$ cat src/rtl/dcps_pkg.sv
// shared types, constants and opcodes of the dominance closure point store
package dcps_pkg;

  localparam int DIMS_DEF       = 4;
  localparam int COORD_BITS_DEF = 16;
  localparam int CAPACITY_DEF   = 32;
  localparam int MAXD           = 4;
  localparam int FIELD_W        = 16;

  typedef enum logic [2:0] {
    OP_INSERT   = 3'd0,
    OP_CONTAINS = 3'd1,
    OP_UPWARD   = 3'd2,
    OP_LISTDOM  = 3'd3,
    OP_STATUS   = 3'd4,
    OP_LISTALL  = 3'd5
  } opcode_t;

  typedef enum logic [2:0] {
    ST_IDLE,
    ST_SCAN,
    ST_DECIDE,
    ST_COMPACT,
    ST_REPLY
  } state_t;

  // controller to datapath
  typedef struct packed {
    logic latch;      // capture query word
    logic scan_start; // reset scan index
    logic scan_step;  // read next entry
    logic compact;    // rewrite store
    logic reply;      // drive single result
  } dcps_cmd_t;

  // datapath to controller
  typedef struct packed {
    logic scan_done;
    logic compact_done;
    logic is_list;
  } dcps_sts_t;

endpackage

$ cat src/rtl/dcps_ctrl.sv
// controller state machine of the point store
module dcps_ctrl (
  input  logic               clk,
  input  logic               rst_n,
  input  logic               start,
  input  dcps_pkg::dcps_sts_t sts,
  input  logic               do_write,
  output dcps_pkg::dcps_cmd_t cmd,
  output logic               busy
);
  import dcps_pkg::*;

  state_t state_r, state_nxt;

  always_ff @(posedge clk) begin
    if (!rst_n) state_r <= ST_IDLE;
    else state_r <= state_nxt;
  end

  always_comb begin
    state_nxt = state_r;
    cmd = '0;
    busy = 1'b1;
    unique case (state_r)
      ST_IDLE: begin
        busy = 1'b0;
        if (start) begin
          cmd.latch = 1'b1;
          cmd.scan_start = 1'b1;
          state_nxt = ST_SCAN;
        end
      end
      ST_SCAN: begin
        cmd.scan_step = 1'b1;
        if (sts.scan_done) state_nxt = sts.is_list ? ST_IDLE : ST_DECIDE;
      end
      ST_DECIDE: begin
        if (do_write) begin
          cmd.scan_start = 1'b1;
          state_nxt = ST_COMPACT;
        end else state_nxt = ST_REPLY;
      end
      ST_COMPACT: begin
        cmd.compact = 1'b1;
        if (sts.compact_done) state_nxt = ST_REPLY;
      end
      ST_REPLY: begin
        cmd.reply = 1'b1;
        state_nxt = ST_IDLE;
      end
      default: state_nxt = ST_IDLE;
    endcase
  end
endmodule

$ cat src/rtl/dcps_dp.sv
// datapath: point memory, dominance tests, compaction and result drive
module dcps_dp #(
  parameter int DIMS       = dcps_pkg::DIMS_DEF,
  parameter int COORD_BITS = dcps_pkg::COORD_BITS_DEF,
  parameter int CAPACITY   = dcps_pkg::CAPACITY_DEF
) (
  input  logic                          clk,
  input  logic                          rst_n,
  input  dcps_pkg::dcps_cmd_t           cmd,
  output dcps_pkg::dcps_sts_t           sts,
  output logic                          do_write,
  input  logic [3:0]                    mask,
  input  logic [2:0]                    in_opcode,
  input  logic [dcps_pkg::FIELD_W-1:0]  in_c [dcps_pkg::MAXD],
  output logic                          out_strobe,
  output logic                          out_answer,
  output logic                          out_overflow,
  output logic                          out_is_empty,
  output logic                          out_is_full,
  output logic                          out_entry_valid,
  output logic [dcps_pkg::FIELD_W-1:0]  out_e [dcps_pkg::MAXD],
  output logic                          out_last
);
  import dcps_pkg::*;

  localparam int IW = $clog2(CAPACITY);
  localparam int CW = $clog2(CAPACITY + 1);
  localparam int PW = DIMS * COORD_BITS;
  localparam logic [COORD_BITS-1:0] INF = '1;

  typedef logic [PW-1:0] pt_t;

  // memory read address is scan index, write address separate
  pt_t mem [CAPACITY];
  pt_t rd_r;
  pt_t q_r, ins_r;
  logic [2:0] op_r;
  logic [CW-1:0] cnt_r, cnt_nxt;
  logic [CW-1:0] ri_r;       // read index issued
  logic          rv_r;       // rd_r holds entry
  logic [CW-1:0] wi_r;       // write index during compaction
  logic          hit_r, found_r;
  logic [CW-1:0] rem_r;
  logic          ins_done_r;
  logic          wrote_r;    // compaction pass was run for this insert
  // pending listing result, held until the next match or the scan end so last can be known
  logic          pend_r;
  pt_t           pend_pt_r;

  function automatic logic dom(pt_t p, pt_t q, logic [3:0] m);
    logic ok;
    ok = 1'b1;
    for (int i = 0; i < DIMS; i++) begin
      if (m[i]) begin
        if (p[i*COORD_BITS +: COORD_BITS] < q[i*COORD_BITS +: COORD_BITS]) ok = 1'b0;
      end else begin
        if (q[i*COORD_BITS +: COORD_BITS] < p[i*COORD_BITS +: COORD_BITS]) ok = 1'b0;
      end
    end
    return ok;
  endfunction

  function automatic logic lexless(pt_t a, pt_t b);
    logic r, dec;
    r = 1'b0;
    dec = 1'b0;
    for (int i = 0; i < DIMS; i++) begin
      if (!dec && a[i*COORD_BITS +: COORD_BITS] != b[i*COORD_BITS +: COORD_BITS]) begin
        dec = 1'b1;
        r = a[i*COORD_BITS +: COORD_BITS] < b[i*COORD_BITS +: COORD_BITS];
      end
    end
    return r;
  endfunction

  pt_t qin;
  always_comb begin
    qin = '0;
    for (int i = 0; i < DIMS; i++) begin
      qin[i*COORD_BITS +: COORD_BITS] = in_c[i][COORD_BITS-1:0];
      if (in_opcode == OP_UPWARD && mask[i]) qin[i*COORD_BITS +: COORD_BITS] = INF;
      if (in_opcode == OP_STATUS)
        qin[i*COORD_BITS +: COORD_BITS] = mask[i] ? INF : '0;
    end
  end

  logic is_list;
  assign is_list = (op_r == OP_LISTDOM) || (op_r == OP_LISTALL);
  assign sts.is_list = is_list;

  logic sd, sq;  // stored dominates query, query dominates stored
  assign sd = dom(rd_r, q_r, mask);
  assign sq = dom(q_r, rd_r, mask);
  logic match;
  assign match = rv_r && ((op_r == OP_LISTALL) || sd);

  // scan is done in the cycle after the last read entry was evaluated
  logic scan_end;
  assign scan_end = cmd.scan_step && (ri_r >= cnt_r) && !rv_r;
  assign sts.scan_done = scan_end;

  logic has_room;
  assign has_room = ({1'b0, cnt_r} - {1'b0, rem_r} + 1'b1) <= (CW+1)'(CAPACITY);
  assign do_write = (op_r == OP_INSERT) && !hit_r && has_room;

  // compaction: stream entries, drop dominated, place insert before first larger
  logic cend;
  assign cend = cmd.compact && (ri_r >= cnt_r) && !rv_r;
  assign sts.compact_done = cend;

  // the insert point is written ahead of a larger entry: that entry is
  // then held back, so the read pointer stalls while the insert is written
  logic stall_ins;
  assign stall_ins = cmd.compact && rv_r && !sq && !ins_done_r && lexless(ins_r, rd_r);

  always_ff @(posedge clk) begin
    if (cmd.latch) begin
      q_r <= qin;
      ins_r <= qin;
      op_r <= in_opcode;
    end
    if (!stall_ins && ri_r < CW'(CAPACITY)) rd_r <= mem[ri_r[IW-1:0]];
    if (cmd.compact) begin
      if (rv_r && !sq) begin
        if (!ins_done_r && lexless(ins_r, rd_r)) mem[wi_r[IW-1:0]] <= ins_r;
        else mem[wi_r[IW-1:0]] <= rd_r;
      end else if (cend && !ins_done_r) mem[wi_r[IW-1:0]] <= ins_r;
    end
  end

  always_ff @(posedge clk) begin
    if (!rst_n) begin
      cnt_r <= '0;
      ri_r <= '0;
      rv_r <= 1'b0;
      wi_r <= '0;
      hit_r <= 1'b0;
      rem_r <= '0;
      ins_done_r <= 1'b0;
      wrote_r <= 1'b0;
      found_r <= 1'b0;
      pend_r <= 1'b0;
    end else begin
      if (cmd.scan_start) begin
        ri_r <= '0;
        rv_r <= 1'b0;
        wi_r <= '0;
        ins_done_r <= 1'b0;
        // a scan start without a new word opens the compaction pass
        wrote_r <= !cmd.latch;
        if (cmd.latch) begin
          hit_r <= 1'b0;
          rem_r <= '0;
          found_r <= 1'b0;
          pend_r <= 1'b0;
        end
      end else if (cmd.scan_step) begin
        if (rv_r) begin
          if (sd) hit_r <= 1'b1;
          if (sq) rem_r <= rem_r + 1'b1;
          if (match) begin
            found_r <= 1'b1;
            pend_r <= 1'b1;
          end
        end
        if (scan_end) pend_r <= 1'b0;
        if (ri_r < cnt_r) begin
          ri_r <= ri_r + 1'b1;
          rv_r <= 1'b1;
        end else rv_r <= 1'b0;
      end else if (cmd.compact) begin
        if (stall_ins) begin
          ins_done_r <= 1'b1;
          wi_r <= wi_r + 1'b1;
        end else begin
          if (rv_r && !sq) wi_r <= wi_r + 1'b1;
          if (cend && !ins_done_r) begin
            ins_done_r <= 1'b1;
            wi_r <= wi_r + 1'b1;
          end
          if (ri_r < cnt_r) begin
            ri_r <= ri_r + 1'b1;
            rv_r <= 1'b1;
          end else rv_r <= 1'b0;
        end
        if (cend) cnt_r <= cnt_nxt;
      end
    end
  end

  assign cnt_nxt = ins_done_r ? wi_r : wi_r + 1'b1;

  always_ff @(posedge clk) begin
    if (cmd.scan_step && rv_r && match) pend_pt_r <= rd_r;
  end

  // result drive
  always_comb begin
    out_strobe = 1'b0;
    out_answer = 1'b0;
    out_overflow = 1'b0;
    out_is_empty = 1'b0;
    out_is_full = 1'b0;
    out_entry_valid = 1'b0;
    out_last = 1'b0;
    for (int i = 0; i < MAXD; i++) out_e[i] = '0;
    if (cmd.scan_step && is_list) begin
      // flush the held entry when a newer match arrives or the scan ends
      if (pend_r && (match || scan_end)) begin
        out_strobe = 1'b1;
        out_entry_valid = 1'b1;
        out_last = scan_end && !match;
        for (int i = 0; i < DIMS; i++)
          out_e[i] = FIELD_W'(pend_pt_r[i*COORD_BITS +: COORD_BITS]);
      end else if (scan_end && !match && !found_r) begin
        out_strobe = 1'b1;
        out_last = 1'b1;
      end
    end
    if (cmd.reply) begin
      out_strobe = 1'b1;
      out_last = 1'b1;
      unique case (op_r) inside
        OP_INSERT: begin
          out_answer = wrote_r;
          out_overflow = !hit_r && !wrote_r;
        end
        OP_CONTAINS, OP_UPWARD: out_answer = hit_r;
        OP_STATUS: begin
          out_is_empty = (cnt_r == '0);
          out_is_full = hit_r;
        end
        default: ;
      endcase
    end
  end
endmodule

$ cat src/rtl/dominance_closure_point_store.sv
// top level of the dominance closure point store
// usage: pulse start with in_opcode and in_coord0..3 while busy is low; the
// word is taken at that edge and busy rises. each result word appears for one
// cycle with out_strobe high; out_last marks the final word of a request.
// the receiver cannot stall, so no result is ever held back.
// flow: every request scans the stored points once; single-word requests add
// a decide and a reply state; an insert that changes the store adds a
// compaction pass, whose read stalls while the new point is written ahead of
// a stored one. a new request is taken only once busy is low again; the
// memory read port reads one entry per cycle outside that stall.
// listings send one word per matching point, in ascending order, the last one
// flagged; with no match one empty word flagged last.
// cfg_we/cfg_wdata write downward_mask; write only while busy is low.
// reset (rst_n low, synchronous) empties the store and clears the mask;
// memory contents need no clearing since only entries below count are read.
module dominance_closure_point_store #(
  parameter int DIMS       = dcps_pkg::DIMS_DEF,
  parameter int COORD_BITS = dcps_pkg::COORD_BITS_DEF,
  parameter int CAPACITY   = dcps_pkg::CAPACITY_DEF
) (
  input  logic        clk,
  input  logic        rst_n,
  input  logic        start,
  output logic        busy,
  input  logic [2:0]  in_opcode,
  input  logic [15:0] in_coord0,
  input  logic [15:0] in_coord1,
  input  logic [15:0] in_coord2,
  input  logic [15:0] in_coord3,
  input  logic        cfg_we,
  input  logic [3:0]  cfg_wdata,
  output logic        out_strobe,
  output logic        out_answer,
  output logic        out_overflow,
  output logic        out_is_empty,
  output logic        out_is_full,
  output logic        out_entry_valid,
  output logic [15:0] out_entry0,
  output logic [15:0] out_entry1,
  output logic [15:0] out_entry2,
  output logic [15:0] out_entry3,
  output logic        out_last
);
  import dcps_pkg::*;

  logic [3:0] mask_r;
  dcps_cmd_t cmd;
  dcps_sts_t sts;
  logic do_write;
  logic [FIELD_W-1:0] c [MAXD];
  logic [FIELD_W-1:0] e [MAXD];

  // mask bits beyond the dimension count are ignored by the tests
  always_ff @(posedge clk) begin
    if (!rst_n) mask_r <= '0;
    else if (cfg_we) mask_r <= cfg_wdata;
  end

  assign c[0] = in_coord0;
  assign c[1] = in_coord1;
  assign c[2] = in_coord2;
  assign c[3] = in_coord3;

  dcps_ctrl u_ctrl (
    .clk(clk), .rst_n(rst_n), .start(start), .sts(sts),
    .do_write(do_write), .cmd(cmd), .busy(busy)
  );

  dcps_dp #(.DIMS(DIMS), .COORD_BITS(COORD_BITS), .CAPACITY(CAPACITY)) u_dp (
    .clk(clk), .rst_n(rst_n), .cmd(cmd), .sts(sts), .do_write(do_write),
    .mask(mask_r), .in_opcode(in_opcode), .in_c(c),
    .out_strobe(out_strobe), .out_answer(out_answer), .out_overflow(out_overflow),
    .out_is_empty(out_is_empty), .out_is_full(out_is_full),
    .out_entry_valid(out_entry_valid), .out_e(e), .out_last(out_last)
  );

  assign out_entry0 = e[0];
  assign out_entry1 = e[1];
  assign out_entry2 = e[2];
  assign out_entry3 = e[3];

  // result words only come while a request is in progress
  a_strobe_busy: assert property (@(posedge clk) disable iff (!rst_n)
    out_strobe |-> busy) else $error("result word while idle");
  a_last_strobe: assert property (@(posedge clk) disable iff (!rst_n)
    out_last |-> out_strobe) else $error("last without strobe");
  a_ovf_excl: assert property (@(posedge clk) disable iff (!rst_n)
    !(out_answer && out_overflow)) else $error("answer with overflow");
  a_busy_after_start: assert property (@(posedge clk) disable iff (!rst_n)
    start && !busy |=> busy) else $error("busy not raised");
endmodule

$ cat config.mk
export PLATFORM = sky130hd
export DESIGN_NAME = dominance_closure_point_store
export DESIGN_NICKNAME = d
export VERILOG_FILES = /design/src/rtl/dcps_pkg.sv /design/src/rtl/dcps_ctrl.sv /design/src/rtl/dcps_dp.sv /design/src/rtl/dominance_closure_point_store.sv
export SDC_FILE = /design/constraint.sdc
export NUM_CORES = 2
export LEC_CHECK = 0
export ABC_AREA = 1
export BUFFER_PORTS_ARGS = -buffer_cell sky130_fd_sc_hd__buf_2
export CAP_MARGIN = 30
export CELL_PAD_IN_SITES_DETAIL_PLACEMENT = 0
export CELL_PAD_IN_SITES_GLOBAL_PLACEMENT = 1
export CORE_ASPECT_RATIO = 0.6
export CORE_MARGIN = 1
export CORE_UTILIZATION = 40
export CTS_CLUSTER_DIAMETER = 100
export CTS_CLUSTER_SIZE = 40
export DETAILED_ROUTE_END_ITERATION = 10
export GPL_ROUTABILITY_DRIVEN = 0
export PLACE_DENSITY_LB_ADDON = 0.1
export SYNTH_ARGS = -nofsm -noshare
export SYNTH_HDL_FRONTEND = slang
export SYNTH_HIERARCHICAL = 1
export SYNTH_SLANG_ARGS = --single-unit
$ cat constraint.sdc
create_clock -name clk -period 8.1 [get_ports clk]
set_clock_uncertainty 0.1 [all_clocks]
set_input_delay 2.43 -clock clk [delete_from_list [all_inputs] [get_ports clk]]
set_output_delay 2.43 -clock clk [all_outputs]
set_load 0.01 [all_outputs]
==> results.cfg <==
[run_status]
outcome = finished, final reports clean

[sta]
final-max-slew-violation-count = 0
final_report_hold_violation_count = 0
slew_headroom_pct = 29.66
final_min_period_over_clock_period_pct = 85.09
finalSetupTns_ns = 0
grt_setup_unrepaired = no
achievable-frequency_ghz = 0.1451
timing.final.setup_violations = 0
final.setup.worst_slack_ns = 1.208
period_minus_slack_ns = 6.892
worst_margin_pin_slew_ns = 1.041

[place]
hpwl_after_detailed_placement_mm = 155.8
dp.cells = 9826
port_buffers = 146
post-place-ws_ns = 2.143
dpl_cell_area_sq_um = 96500

[yosys]
yosysTopAreaCell = sky130_fd_sc_hd__edfxtp_1
ys.warnings.count = 6
netlist-cell-type-count = 53
synth-xor-area-share_pct = 0.1151
number_of_synthesized_flops_with_an_enable_pin = 2243
post_synth_fa_ha_maj_area_fraction_pct = 1.214
synth.mux.area_fraction_pct = 0
synth_area_per_cell_sq_um = 13.16
yosys.cell_count.top_type = sky130_fd_sc_hd__edfxtp_1
main_combinational_cell_family_by_area_after_synthesis = compound AO/OA/AOI/OAI gates
mappedNetlistNets = 7105
synth_top_area_share_pct = 73.74
synth.top_cells.by_count = sky130_fd_sc_hd__edfxtp_1, sky130_fd_sc_hd__nor2_1, sky130_fd_sc_hd__o21ai_0
yosys.area_share.simple_pct = 8.697
synthesis_stage_register_bit_count = 2280
complex_gate_fraction_of_the_synthesized_area_pct = 12.24
synth.area.top_cells = sky130_fd_sc_hd__edfxtp_1, sky130_fd_sc_hd__o21ai_0, sky130_fd_sc_hd__nor2_1, sky130_fd_sc_hd__o22ai_1, sky130_fd_sc_hd__nand2_1
synth-seq-area-share_pct = 74.55
synth.cell_area_sq_um = 91340
ys_dominant_reg_cell = sky130_fd_sc_hd__edfxtp_1
syn_inst = 6942
ys_async_sr_fraction_pct = 0

[floorplan]
die-height_microns = 372.2
io_pins = 147
std_cell_rows = 135
initial_cell_density_of_the_core_pct = 40.36
fp.dieArea_sq_um = 230300
dieWidth_microns = 618.9
core_area_sq_um = 226300

[detailed_routing]
viasPerCell = 5.788
drtPass1Iterations = 6
antenna_violating_nets_post_route = 0
number_of_design_rule_violations_left_by_the_first_detailed_router_iteration = 7294
wl_per_cell_microns = 30.48
drt_drc_violations_left = 0
routed-via-count = 57450
wl_mm = 302.5

[worst_setup_path]
endpoint_arrival_time_on_the_critical_path_ns = 4.36
endpoint_kind = output port
worstRegToRegCells = 13
criticalPathCategory = reg -> out
cp_max_fo = 95
crit_path_start_kind = register
timing.critical_path.required_ns = 5.57

[finish]
layout-drive-gt1-share_pct = 7.788
area_growth_syn_to_fin_pct = 7.856
finalNonFillerCells = 9925
final_core_utilization_pct = 43.53
fillCellCount = 20680
fin_nets = 7050
final_design_area_no_fill_sq_um = 98520

[global_route]
grt_pass1_vias = 52800
global_route.overflow_total = 0
grt_start_max_net_pins = 171
gr-usage-all-layers_pct = 25.77
number_of_antenna_violations_at_the_first_check_in_global_routing = 17
grt_first_pass_wirelength_mm = 419.8

[pwr]
switching_power_w = 0.006846
cellPowerDensity_nw_per_um2 = 240.2
combinationalPowerShare_pct = 18.3
power.share.sequential_pct = 59.9
clock_power_share_pct = 21.8
peakVddDrop_mv = 0.1602
cell_internal_pwr_w = 0.01682
leakagePower_nw = 32.16
sw_frac_of_total_pct = 28.92

[cts]
ctsLongestPathBuffers = 3
tritoncts = built
cts-root-buf = sky130_fd_sc_hd__clkbuf_16
clkSlewWorstSetupHoldPaths_ns = 0.16
numClockSinks = 2280
clock_latency_ns = 0.78
htree_levels = 3
postCtsSetupBuffers = 0
cts_inserted_buffers = 68
ctsResizeCount = 0
cts.hold.buffers_added = 0

[min_path]
timing.hold.worst.class = reg -> reg
hold_path_depth = 0

[run]
max_cap_violations = 0
==> power by group through the flow <==
| stage | clock network (W) | registers, W | logic (W) |
|---|---|---|---|
| 2_1_floorplan | 0 | 0.0144 | 0.00243 |
| 3_3_place_gp | 0 | 0.0145 | 0.00410 |
| 6_report | 0.00515 | 0.0142 | 0.00433 |
| 5_1_grt | 0.00558 | 0.0142 | 0.00473 |
| 3_5_place_dp | 0 | 0.0145 | 0.00430 |
| 4_1_cts | 0.00527 | 0.0142 | 0.00432 |
==> cells by family after synthesis <==
group / after synthesis
buf+inv: 707
compound gates: 1912
flops: 2280
simple gates: 1943
fa+ha+maj: 88
xor+xnor: 12
==> layout make-up <==
type	count	area, sq um	area share [%]
sequential	2280	68110	69.14
multi-input combinational	3955	20620	20.93
tap	3014	3771	3.828
timing repair buffer	339	3133	3.180
clock buffer	80	1789	1.816
inverter	243	950.9	0.9652
clock inverter	11	135.1	0.1372
antenna	3	7.507	0.007620
==> routing by layer <==
metal	vias to the layer above	share of wire (%)	GRT usage, %
met4	0	2.8	6.795
met3	299	7.4	4.598
met1	29510	45	38.16
met5	-	0	0
li1	25440	-	-
met2	2203	44	39.16
==> registers in the layout, indices dropped and copies added (netlist names), 3 cells and up <==
name	flops
u_dp/op_r	3
u_dp/wi_r	6
u_dp/ri_r	6
u_dp/cnt_r	6
u_dp/pend_pt_r	64
u_dp/ins_r	64
mask_r	4
u_dp/rem_r	6
u_dp/mem	2048
u_dp/rd_r	64
u_ctrl/state_r	3
==> final timing paths <==
check,startpoint,slack [ns],endpoint
setup / recovery,u_dp/ri_r[0],1.21,out_entry2[4]
hold / removal,u_dp/rd_r[49],0.35,u_dp/pend_pt_r[49]
setup reg to reg,u_dp/ri_r[0],2.70,u_dp/mem[26][0]
hold reg to reg,u_dp/rd_r[49],0.35,u_dp/pend_pt_r[49]
==> through the flow <==
stage / hold slack (ns) / total power, W
6_report: 0.3528 / 0.02367
2_1_floorplan: 0.3264 / 0.01684
3_5_place_dp: 0.3346 / 0.01876
5_1_grt: 0.3646 / 0.02454
4_1_cts: 0.3573 / 0.02377
3_3_place_gp: 0.3315 / 0.01856
==> worst max-delay path: stages, from the launching register on <==
cell and delay (ns):
sky130_fd_sc_hd__dfxtp_4 0.87, sky130_fd_sc_hd__inv_8 0.38, sky130_fd_sc_hd__ha_1 0.33, sky130_fd_sc_hd__nor2_1 0.10, sky130_fd_sc_hd__o21ai_0 0.08, sky130_fd_sc_hd__o211a_1 0.20
sky130_fd_sc_hd__nand2_1 0.10, sky130_fd_sc_hd__nand2_1 0.08, sky130_fd_sc_hd__nor2_1 0.19, sky130_fd_sc_hd__inv_1 0.11, sky130_fd_sc_hd__nand2_2 0.10, sky130_fd_sc_hd__nand3_4 0.18
sky130_fd_sc_hd__buf_4 0.39, sky130_fd_sc_hd__nor2_1 0.19, sky130_fd_sc_hd__buf_2 0.15
==> placed cells by master (no fill, tap or decap), types with 110 or more instances in the layout <==
cell                       count
sky130_fd_sc_hd__nand3_1     110
sky130_fd_sc_hd__buf_4       127
sky130_fd_sc_hd__nand2_1     514
sky130_fd_sc_hd__o221ai_1    170
sky130_fd_sc_hd__o22ai_1     345
sky130_fd_sc_hd__inv_1       229
sky130_fd_sc_hd__edfxtp_1   2243
sky130_fd_sc_hd__o21ai_0    1100
sky130_fd_sc_hd__nor2_1     1165
sky130_fd_sc_hd__buf_2       151
(Power assumes the default switching activity.)
